[src/hw/rtl/frd_pkg.sv]
// Shared types and constants for the receive deframer.
package frd_pkg;

  // Frame opening and closing bytes (high nibbles for the channel messages)
  localparam logic [3:0] HI_ANALOG      = 4'hE;
  localparam logic [3:0] HI_DIGITAL     = 4'h9;
  localparam logic [3:0] HI_REP_ANALOG  = 4'hC;
  localparam logic [3:0] HI_REP_DIGITAL = 4'hD;
  localparam logic [7:0] MSG_VERSION    = 8'hF9;
  localparam logic [7:0] SYX_START      = 8'hF0;
  localparam logic [7:0] SYX_END        = 8'hF7;

  // Sysex command bytes
  localparam logic [7:0] SYX_FIRMWARE   = 8'h79;
  localparam logic [7:0] SYX_CAPABILITY = 8'h6C;
  localparam logic [7:0] SYX_ANAMAP     = 8'h6A;
  localparam logic [7:0] SYX_PINSTATE   = 8'h6E;

  // Event kinds
  localparam logic [2:0] KIND_ANALOG     = 3'd0;
  localparam logic [2:0] KIND_DIGITAL    = 3'd1;
  localparam logic [2:0] KIND_FIRMWARE   = 3'd2;
  localparam logic [2:0] KIND_CAPABILITY = 3'd3;
  localparam logic [2:0] KIND_ANAMAP     = 3'd4;
  localparam logic [2:0] KIND_PINSTATE   = 3'd5;
  localparam logic [2:0] KIND_SYSEX      = 3'd6;
  localparam logic [2:0] KIND_UNKNOWN    = 3'd7;

  // Register indexes (paddr[2])
  localparam logic REG_ANALOG_LIMIT = 1'b0;
  localparam logic REG_PIN_LIMIT    = 1'b1;

  localparam logic [4:0] ANALOG_LIMIT_RST = 5'd16;
  localparam logic [7:0] PIN_LIMIT_RST    = 8'd128;

  typedef struct packed {
    logic [4:0] analog_channel_limit;
    logic [7:0] digital_pin_limit;
  } cfg_t;

  typedef struct packed {
    logic [2:0]  event_kind;
    logic [3:0]  channel_or_port;
    logic [13:0] value_14;
    logic [7:0]  pin_valid_mask;
    logic [7:0]  version_major;
    logic [7:0]  version_minor;
    logic [7:0]  sysex_command;
    logic [7:0]  first_byte;
    logic [12:0] frame_bytes;
    logic        channel_overflow;
  } evt_t;

endpackage

[src/hw/rtl/frd_cfg_regs.sv]
// APB-style configuration registers for the receive deframer.
module frd_cfg_regs (
  input  logic              clk,
  input  logic              rst,
  input  logic              psel,
  input  logic              penable,
  input  logic              pwrite,
  input  logic [2:0]        paddr,
  input  logic [31:0]       pwdata,
  output logic [31:0]       prdata,
  output logic              pready,
  output frd_pkg::cfg_t     cfg
);

  logic wr_en;

  assign pready = 1'b1;
  assign wr_en  = psel && penable && pwrite && pready;

  always_ff @(posedge clk) begin
    if (rst) begin
      cfg.analog_channel_limit <= frd_pkg::ANALOG_LIMIT_RST;
      cfg.digital_pin_limit    <= frd_pkg::PIN_LIMIT_RST;
    end else if (wr_en) begin
      unique case (paddr[2])
        frd_pkg::REG_ANALOG_LIMIT: cfg.analog_channel_limit <= pwdata[4:0];
        frd_pkg::REG_PIN_LIMIT:    cfg.digital_pin_limit    <= pwdata[7:0];
        default: ;
      endcase
    end
  end

  always_comb begin
    unique case (paddr[2])
      frd_pkg::REG_ANALOG_LIMIT: prdata = {27'd0, cfg.analog_channel_limit};
      frd_pkg::REG_PIN_LIMIT:    prdata = {24'd0, cfg.digital_pin_limit};
      default:                   prdata = 32'd0;
    endcase
  end

endmodule

[src/hw/rtl/frd_in_stage.sv]
// Input register for received bytes.
module frd_in_stage (
  input  logic       clk,
  input  logic       rst,
  input  logic       rx_valid,
  output logic       rx_ready,
  input  logic [7:0] rx_byte,
  input  logic       advance,
  output logic       byte_valid,
  output logic [7:0] byte_q
);

  assign rx_ready = !byte_valid || advance;

  always_ff @(posedge clk) begin
    if (rst) begin
      byte_valid <= 1'b0;
    end else if (rx_ready) begin
      byte_valid <= rx_valid;
    end
  end

  // Payload: load on every accepted beat
  always_ff @(posedge clk) begin
    if (rx_valid && rx_ready) begin
      byte_q <= rx_byte;
    end
  end

endmodule

[src/hw/rtl/frd_framer.sv]
// Frame tracking state, header store, event decode and result register.
module frd_framer #(
  parameter int MAX_FRAME = 4096
) (
  input  logic           clk,
  input  logic           rst,
  input  frd_pkg::cfg_t  cfg,
  input  logic           byte_valid,
  input  logic [7:0]     byte_q,
  output logic           advance,
  output logic           event_valid,
  input  logic           event_ready,
  output frd_pkg::evt_t  evt
);

  localparam int CW = $clog2(MAX_FRAME + 1);

  logic [CW-1:0] expected_length;
  logic [CW-1:0] received_count;
  logic [7:0]    header_bytes [4];

  logic [CW-1:0] exp_b, cnt_b, cnt_inc;
  logic [CW-1:0] expected_length_next, received_count_next;
  logic [3:0]    hi;
  logic          take, hdr_wr, emit;
  logic [7:0]    hdr_eff [4];
  logic [7:0]    first;
  logic [3:0]    port;
  logic [6:0]    pin;
  frd_pkg::evt_t evt_next;

  assign advance = byte_valid && (!event_valid || event_ready);
  assign hi      = byte_q[7:4];

  // Frame length from the opening byte
  always_comb begin
    exp_b = expected_length;
    cnt_b = received_count;
    if (hi == frd_pkg::HI_ANALOG || hi == frd_pkg::HI_DIGITAL ||
        byte_q == frd_pkg::MSG_VERSION) begin
      exp_b = CW'(3);
      cnt_b = '0;
    end else if (hi == frd_pkg::HI_REP_ANALOG || hi == frd_pkg::HI_REP_DIGITAL) begin
      exp_b = CW'(2);
      cnt_b = '0;
    end else if (byte_q == frd_pkg::SYX_START) begin
      exp_b = CW'(MAX_FRAME);
      cnt_b = '0;
    end else if (byte_q == frd_pkg::SYX_END) begin
      exp_b = received_count + CW'(1);
    end else if (byte_q[7]) begin
      exp_b = CW'(1);
      cnt_b = '0;
    end
  end

  assign take    = cnt_b <= exp_b;
  assign hdr_wr  = take && (cnt_b < CW'(4));
  assign cnt_inc = cnt_b + CW'(1);
  assign emit    = take && (cnt_inc == exp_b);

  always_comb begin
    for (int i = 0; i < 4; i++) begin
      hdr_eff[i] = (hdr_wr && cnt_b[1:0] == 2'(i)) ? byte_q : header_bytes[i];
    end
  end

  always_comb begin
    if (!take || emit) begin
      expected_length_next = '0;
      received_count_next  = '0;
    end else begin
      expected_length_next = exp_b;
      received_count_next  = cnt_inc;
    end
  end

  // Judge the completed frame by its first byte
  assign first = hdr_eff[0];
  assign port  = first[3:0];

  always_comb begin
    evt_next = '0;
    evt_next.event_kind  = frd_pkg::KIND_UNKNOWN;
    evt_next.first_byte  = first;
    evt_next.frame_bytes = 13'(cnt_inc);
    pin = '0;
    if (first[7:4] == frd_pkg::HI_ANALOG && cnt_inc == CW'(3)) begin
      evt_next.event_kind       = frd_pkg::KIND_ANALOG;
      evt_next.channel_or_port  = port;
      evt_next.value_14         = {hdr_eff[2][6:0], 7'd0} | {6'd0, hdr_eff[1]};
      evt_next.channel_overflow = {1'b0, port} >= cfg.analog_channel_limit;
    end else if (first[7:4] == frd_pkg::HI_DIGITAL && cnt_inc == CW'(3)) begin
      evt_next.event_kind      = frd_pkg::KIND_DIGITAL;
      evt_next.channel_or_port = port;
      evt_next.value_14        = {hdr_eff[2][6:0], 7'd0} | {6'd0, hdr_eff[1]};
      for (int i = 0; i < 8; i++) begin
        pin = {port, 3'(i)};
        evt_next.pin_valid_mask[i] = {1'b0, pin} < cfg.digital_pin_limit;
      end
    end else if (first == frd_pkg::SYX_START && byte_q == frd_pkg::SYX_END) begin
      evt_next.sysex_command = hdr_eff[1];
      if (hdr_eff[1] == frd_pkg::SYX_FIRMWARE) begin
        evt_next.event_kind    = frd_pkg::KIND_FIRMWARE;
        evt_next.version_major = hdr_eff[2];
        evt_next.version_minor = hdr_eff[3];
      end else if (hdr_eff[1] == frd_pkg::SYX_CAPABILITY) begin
        evt_next.event_kind = frd_pkg::KIND_CAPABILITY;
      end else if (hdr_eff[1] == frd_pkg::SYX_ANAMAP) begin
        evt_next.event_kind = frd_pkg::KIND_ANAMAP;
      end else if (hdr_eff[1] == frd_pkg::SYX_PINSTATE && cnt_inc >= CW'(6)) begin
        evt_next.event_kind = frd_pkg::KIND_PINSTATE;
      end else begin
        evt_next.event_kind = frd_pkg::KIND_SYSEX;
      end
    end
  end

  always_ff @(posedge clk) begin
    if (rst) begin
      expected_length <= '0;
      received_count  <= '0;
      event_valid     <= 1'b0;
    end else if (advance) begin
      expected_length <= expected_length_next;
      received_count  <= received_count_next;
      event_valid     <= emit;
    end else if (event_ready) begin
      event_valid <= 1'b0;
    end
  end

  // Header store and result payload need no reset
  always_ff @(posedge clk) begin
    if (advance) begin
      if (hdr_wr) begin
        header_bytes[cnt_b[1:0]] <= byte_q;
      end
      if (emit) begin
        evt <= evt_next;
      end
    end
  end

endmodule

[src/hw/rtl/firmata_receive_deframer_core.sv]
// Top level of the receive deframer: config port, input stage and framer.
//
// Receive deframer for a MIDI-style serial control protocol. Each rx beat
// carries one received byte; the block groups bytes into frames (3-byte
// analog, digital and version messages, 2-byte report messages, sysex
// frames closed by 0xF7 or at MAX_FRAME bytes, 1-byte other commands) and
// sends one event beat per completed frame, none for bytes that leave a
// frame open. Throughput is one byte per clock while the event side does
// not stall: the byte sits in an input register, then the frame counters,
// the four-entry header store and the event decode update together and
// load the event register. rx_ready stays high while the event register
// is empty or being drained, so a pending event does not block the next
// byte by more than the stall on the event side.
// Analog channels at or above analog_channel_limit (register 0, address 0)
// are flagged in channel_overflow; pins at or above digital_pin_limit
// (register 1, address 4) are cleared in pin_valid_mask. Write the limits
// only while no frame is in flight.
module firmata_receive_deframer_core #(
  parameter int MAX_FRAME = 4096
) (
  input  logic        clk,
  input  logic        rst,
  // APB-style configuration port
  input  logic        psel,
  input  logic        penable,
  input  logic        pwrite,
  input  logic [2:0]  paddr,
  input  logic [31:0] pwdata,
  output logic [31:0] prdata,
  output logic        pready,
  // Received bytes
  input  logic        rx_valid,
  output logic        rx_ready,
  input  logic [7:0]  rx_byte,
  // Frame events
  output logic        event_valid,
  input  logic        event_ready,
  output logic [2:0]  event_kind,
  output logic [3:0]  channel_or_port,
  output logic [13:0] value_14,
  output logic [7:0]  pin_valid_mask,
  output logic [7:0]  version_major,
  output logic [7:0]  version_minor,
  output logic [7:0]  sysex_command,
  output logic [7:0]  first_byte,
  output logic [12:0] frame_bytes,
  output logic        channel_overflow
);

  frd_pkg::cfg_t cfg;
  frd_pkg::evt_t evt;
  logic          advance;
  logic          byte_valid;
  logic [7:0]    byte_q;

  frd_cfg_regs u_cfg (
    .clk     (clk),
    .rst     (rst),
    .psel    (psel),
    .penable (penable),
    .pwrite  (pwrite),
    .paddr   (paddr),
    .pwdata  (pwdata),
    .prdata  (prdata),
    .pready  (pready),
    .cfg     (cfg)
  );

  // Register the accepted byte ahead of the framer
  frd_in_stage u_in (
    .clk        (clk),
    .rst        (rst),
    .rx_valid   (rx_valid),
    .rx_ready   (rx_ready),
    .rx_byte    (rx_byte),
    .advance    (advance),
    .byte_valid (byte_valid),
    .byte_q     (byte_q)
  );

  // Advance frame state and load the event register
  frd_framer #(
    .MAX_FRAME (MAX_FRAME)
  ) u_framer (
    .clk         (clk),
    .rst         (rst),
    .cfg         (cfg),
    .byte_valid  (byte_valid),
    .byte_q      (byte_q),
    .advance     (advance),
    .event_valid (event_valid),
    .event_ready (event_ready),
    .evt         (evt)
  );

  assign event_kind       = evt.event_kind;
  assign channel_or_port  = evt.channel_or_port;
  assign value_14         = evt.value_14;
  assign pin_valid_mask   = evt.pin_valid_mask;
  assign version_major    = evt.version_major;
  assign version_minor    = evt.version_minor;
  assign sysex_command    = evt.sysex_command;
  assign first_byte       = evt.first_byte;
  assign frame_bytes      = evt.frame_bytes;
  assign channel_overflow = evt.channel_overflow;

endmodule

[config.mk]
export PLATFORM = sky130hd
export DESIGN_NAME = firmata_receive_deframer_core
export DESIGN_NICKNAME = d
export VERILOG_FILES = /design/src/hw/rtl/frd_pkg.sv /design/src/hw/rtl/frd_cfg_regs.sv /design/src/hw/rtl/frd_in_stage.sv /design/src/hw/rtl/frd_framer.sv /design/src/hw/rtl/firmata_receive_deframer_core.sv
export SDC_FILE = /design/constraint.sdc
export NUM_CORES = 1
export LEC_CHECK = 0
export CORE_UTILIZATION = 30
export DETAILED_ROUTE_END_ITERATION = 8
export DONT_BUFFER_PORTS = 1
export PLACE_DENSITY = 0.43
export SYNTH_ARGS = -nofsm -noshare
export SYNTH_HDL_FRONTEND = slang
export SYNTH_HIERARCHICAL = 1
export SYNTH_SLANG_ARGS = --single-unit
[constraint.sdc]
create_clock -name clk -period 8.2 [get_ports clk]
set_input_delay 0.82 -clock clk [delete_from_list [all_inputs] [get_ports clk]]
set_output_delay 0.82 -clock clk [all_outputs]
set_load 0.01 [all_outputs]
==> implementation parameters <==
Parameter                              Value

Clocking
  Total CTS buffers    17
  Clock transition at the registers of the reported paths    70 ps
  Clock tree sinks    approximately 160
  Post-CTS repair timing setup buffer count    0
  Worst-case clock buffer depth    2
  Deepest level of the CTS H-tree    4
  Count of instances resized after the clock tree is built    0
  TritonCTS clock tree    yes
  Quantity of hold-fixing buffers added after cts    0
  Clock latency at the later pin of the worst-skew pair    between 400 and 500 ps
  Cell at the root of the clock tree    clkbuf_16

Detailed routing
  Routed WL    21,300 um
  Number of detailed-route iterations in the first pass    5
  Detailed Route Iter0 Violations    272
  Routed vias/inst    4.95
  Number of remaining DRC errors    0
  Routed WL per cell    18.6 um
  Via Count    5,666
  Antenna Nets Post-Route    0

Synth
  Number of synthesis warnings    6
  Portion of synthesized cell area occupied by the leading cell type    41.3%
  Gate Count Post-Synth    774
  Dominant combinational cell family by area after synthesis    simple AND/OR/NAND/NOR gates
  Unique masters post-synth    78
  Cell taking the most area after synthesis    edfxtp_1
  Proportion of synthesized area in mux cells    6.18%
  FFs w/ async S/R, synth    0%
  Adder-cell share of the synthesized area    between 4 and 5%
  Synth Flop Type    edfxtp_1
  Post-synthesis instance area    between 8000 and 9000 um2
  Number of synthesized flops with an enable pin    about 120
  Sequential element share of the synthesized area    around 51%
  Synth top area cells    edfxtp_1 (41%), dfxtp_1 (9.8%), mux2i_1 (4.8%), ha_1 (4.3%), nor2_1 (3.5%)
  Compound-Gate Fraction of Synth Area    11.5%
  Synthesized flop and latch total    156
  Synthesized area per cell    ~11 um2
  Parity-gate share of the synthesized area counting xor and xnor cells    2.51%
  Simple-gate portion of the synthesized area    17.9%

Floorplan
  Standard-cell row count    60
  Width of the die    169 um
  Die Y-Extent    169 um
  Initial Utilization    ~31%
  Area of the core region    27,200 um2
  Area of the die    around 29,000 um2
  I/O Pins    160

Placement
  Routability-driven placement congestion ratio    0.824
  Half-perimeter wire length after placement    roughly 15,000 um
  Number of buffer cells added on primary ports    0
  Count of placed standard cells including taps    1,112

Setup path
  Ordered list of cells on the worst path    nand4_2, nor3_2, buf_4, a22o_1, inv_1, ha_1, a21o_1, a21o_1, a21o_1, o31ai_4, nand3_1, o21ai_0, ha_1, a21oi_1, nor2_1, nor4_4, o21a_1
  Kind of capture point of the worst setup path    register
  Top fanout value on the critical path    15
  Class of the most critical setup path    register to register
  Most Frequent Cell on Critical Path    a21o_1
  Worst EP required    between 8000 and 9000 ps
  CP max stage cell    edfxtp_1
  Critical Path AT    6170 ps
  Cell family with most CP delay    compound AO/OA/AOI/OAI gates
  Number of buffer and inverter stages on the critical path    2
  Worst stage delay on the critical path    740 ps
  Launching element type of the critical path    register

Power and ir drop
  Leakage power summed over all cells    0.00316 uW
  Power per Cell Area    194 nW/um2
  Overall power consumption    1780 uW
  Worst VDD drop    118 uV

Timing
  Setup TNS after final layout    0 ps
  Setup repair after global routing missed its margin    false
  Final clock skew    14.7 ps
  Endpoints failing hold    0
  Final number of setup-violating endpoints    0
  Tightest slew margin relative to the limit    17.4%
  Max-slew violation count    0
  Transition time at the pin with the least slew margin    1240 ps
  Maximum clock frequency    around 170 MHz
  Fin Hold WS    452 ps
  Time the final worst path needs with I/O delays and setup    approximately 5900 ps
  Final Cycle Share    between 70% and 80%

GRT
  GRT Overall Usage    ~15%
  Vias in the first global route    5,673
  Number of antenna violations at the first check in global routing    1
  Global-route wire length before repair    33,000 um
  Largest net degree at the start of global routing    45
  Total global routing overflow    0

Job
  # Max-Cap Violations    0

Finish
  Core Util, Final    33.6%
  Final #Nets    838
  Fraction of final layout cells sized beyond drive strength 1    11.3%
  Antenna diode instance count    0
  Area added between synthesis and finish    9.34%
  Filler instances    2,825
  Final cell count without fillers    1,144

Hold path
  Type of the tightest min-delay check    register to register

Status
  Status    finished, final reports clean
## Yosys cell counts (14+ instances only)
| library cell | count |
|---|---|
| ha_1 | 29 |
| nor2_1 | 77 |
| nor3_1 | 14 |
| a21oi_1 | 22 |
| and2_1 | 15 |
| edfxtp_1 | 115 |
| o21ai_0 | 21 |
| buf_4 | 27 |
| inv_1 | 31 |
| dfxtp_1 | 41 |
| mux2i_1 | 40 |
| nand2b_1 | 25 |
| nand2_1 | 47 |
| nand3_1 | 22 |
| clkbuf_1 | 20 |
## per-layer routing
layer	vias up	global-route usage [%]	routed length [um]
met1	2769	20.3	9930
met2	159	25.0	9990
met5	-	0	19
met3	21	3.18	1060
li1	2715	-	-
met4	2	5.02	266
## final cells by class
type | instances | area [um2] | share of cell area (%)
Clock inverter | 15 | 118 | 1.29
Timing Repair Buffer | 10 | 75.1 | 0.821
Inverter | 31 | 116 | 1.27
Sequential cell | 156 | 4270 | 46.7
Multi-Input combinational cell | 543 | 3670 | 40.1
Tap cell | 372 | 465 | 5.09
Clock buffer | 17 | 425 | 4.65
## layout by cell type, fill, tap and decap left out, types with 11 or more instances in the layout
cell type	n
nand2b_1	25
mux2i_1	40
xor2_1	11
o21ai_0	21
inv_1	31
and3_1	11
nor3_1	13
and2_1	15
nand4_1	12
ha_1	29
xnor2_1	13
a21oi_1	22
o21a_1	13
dfxtp_1	41
nand3_1	22
edfxtp_1	115
nand2_1	47
nor2_1	75
o21ai_1	13
clkbuf_16	17
conb_1	25
## worst paths after layout
kind                                             startpoint                          end  slack, ps  depth (start not counted)
worst max register to register               u_in/byte_q[4]             u_framer/evt[49]       2320                         17
worst min-delay path            u_framer/expected_length[9]  u_framer/expected_length[9]        450                          2
worst max-delay path                         u_in/byte_q[4]             u_framer/evt[49]       2320                         17
worst min register to register  u_framer/expected_length[9]  u_framer/expected_length[9]        450                          2
## flip-flops by register name, summed over array words and instances, names as in the netlist
name                      count
u_in/byte_q                   8
u_cfg/cfg                    13
u_in/byte_valid               1
u_framer/received_count      13
u_framer/expected_length     13
u_framer/header_bytes        32
u_framer/evt                 75
u_framer/event_valid          1
## logic make-up after synthesis
family | Yosys count
AOI/OAI and AO/OA | 136
xor gates and xnor gates | 24
adders and majority gates | 29
buffers and inverters | 98
DFF | 156
muxes | 50
other | 2
and+or+nand+nor | 279
## power breakdown
group / switching (uW) / total [uW] / internal, uW
clock network: 340 / 732 / 392
logic: 93.4 / 137 / 43.1
registers: 30.3 / 909 / 879
## metrics by stage
step | setup slack (ps) | instance area [um2]
6_report | 2320 | 9140
5_1_grt | 1770 | 9140
4_1_cts | 2250 | 9140
3_5_place_dp | 2270 | 8600
3_3_place_gp | 2400 | 8600
2_1_floorplan | 1450 | 8450
## worst reg2reg max path, cell delays in order (launching register included)
cell and delay (ps):
edfxtp_1 740, nand4_2 380, nor3_2 430, buf_4 290, a22o_1 190, inv_1 60
ha_1 290, a21o_1 190, a21o_1 180, a21o_1 240, o31ai_4 350, nand3_1 510
o21ai_0 700, ha_1 370, a21oi_1 140, nor2_1 80, nor4_4 390, o21a_1 200
Note: power is estimated with default switching activity, not from simulation.
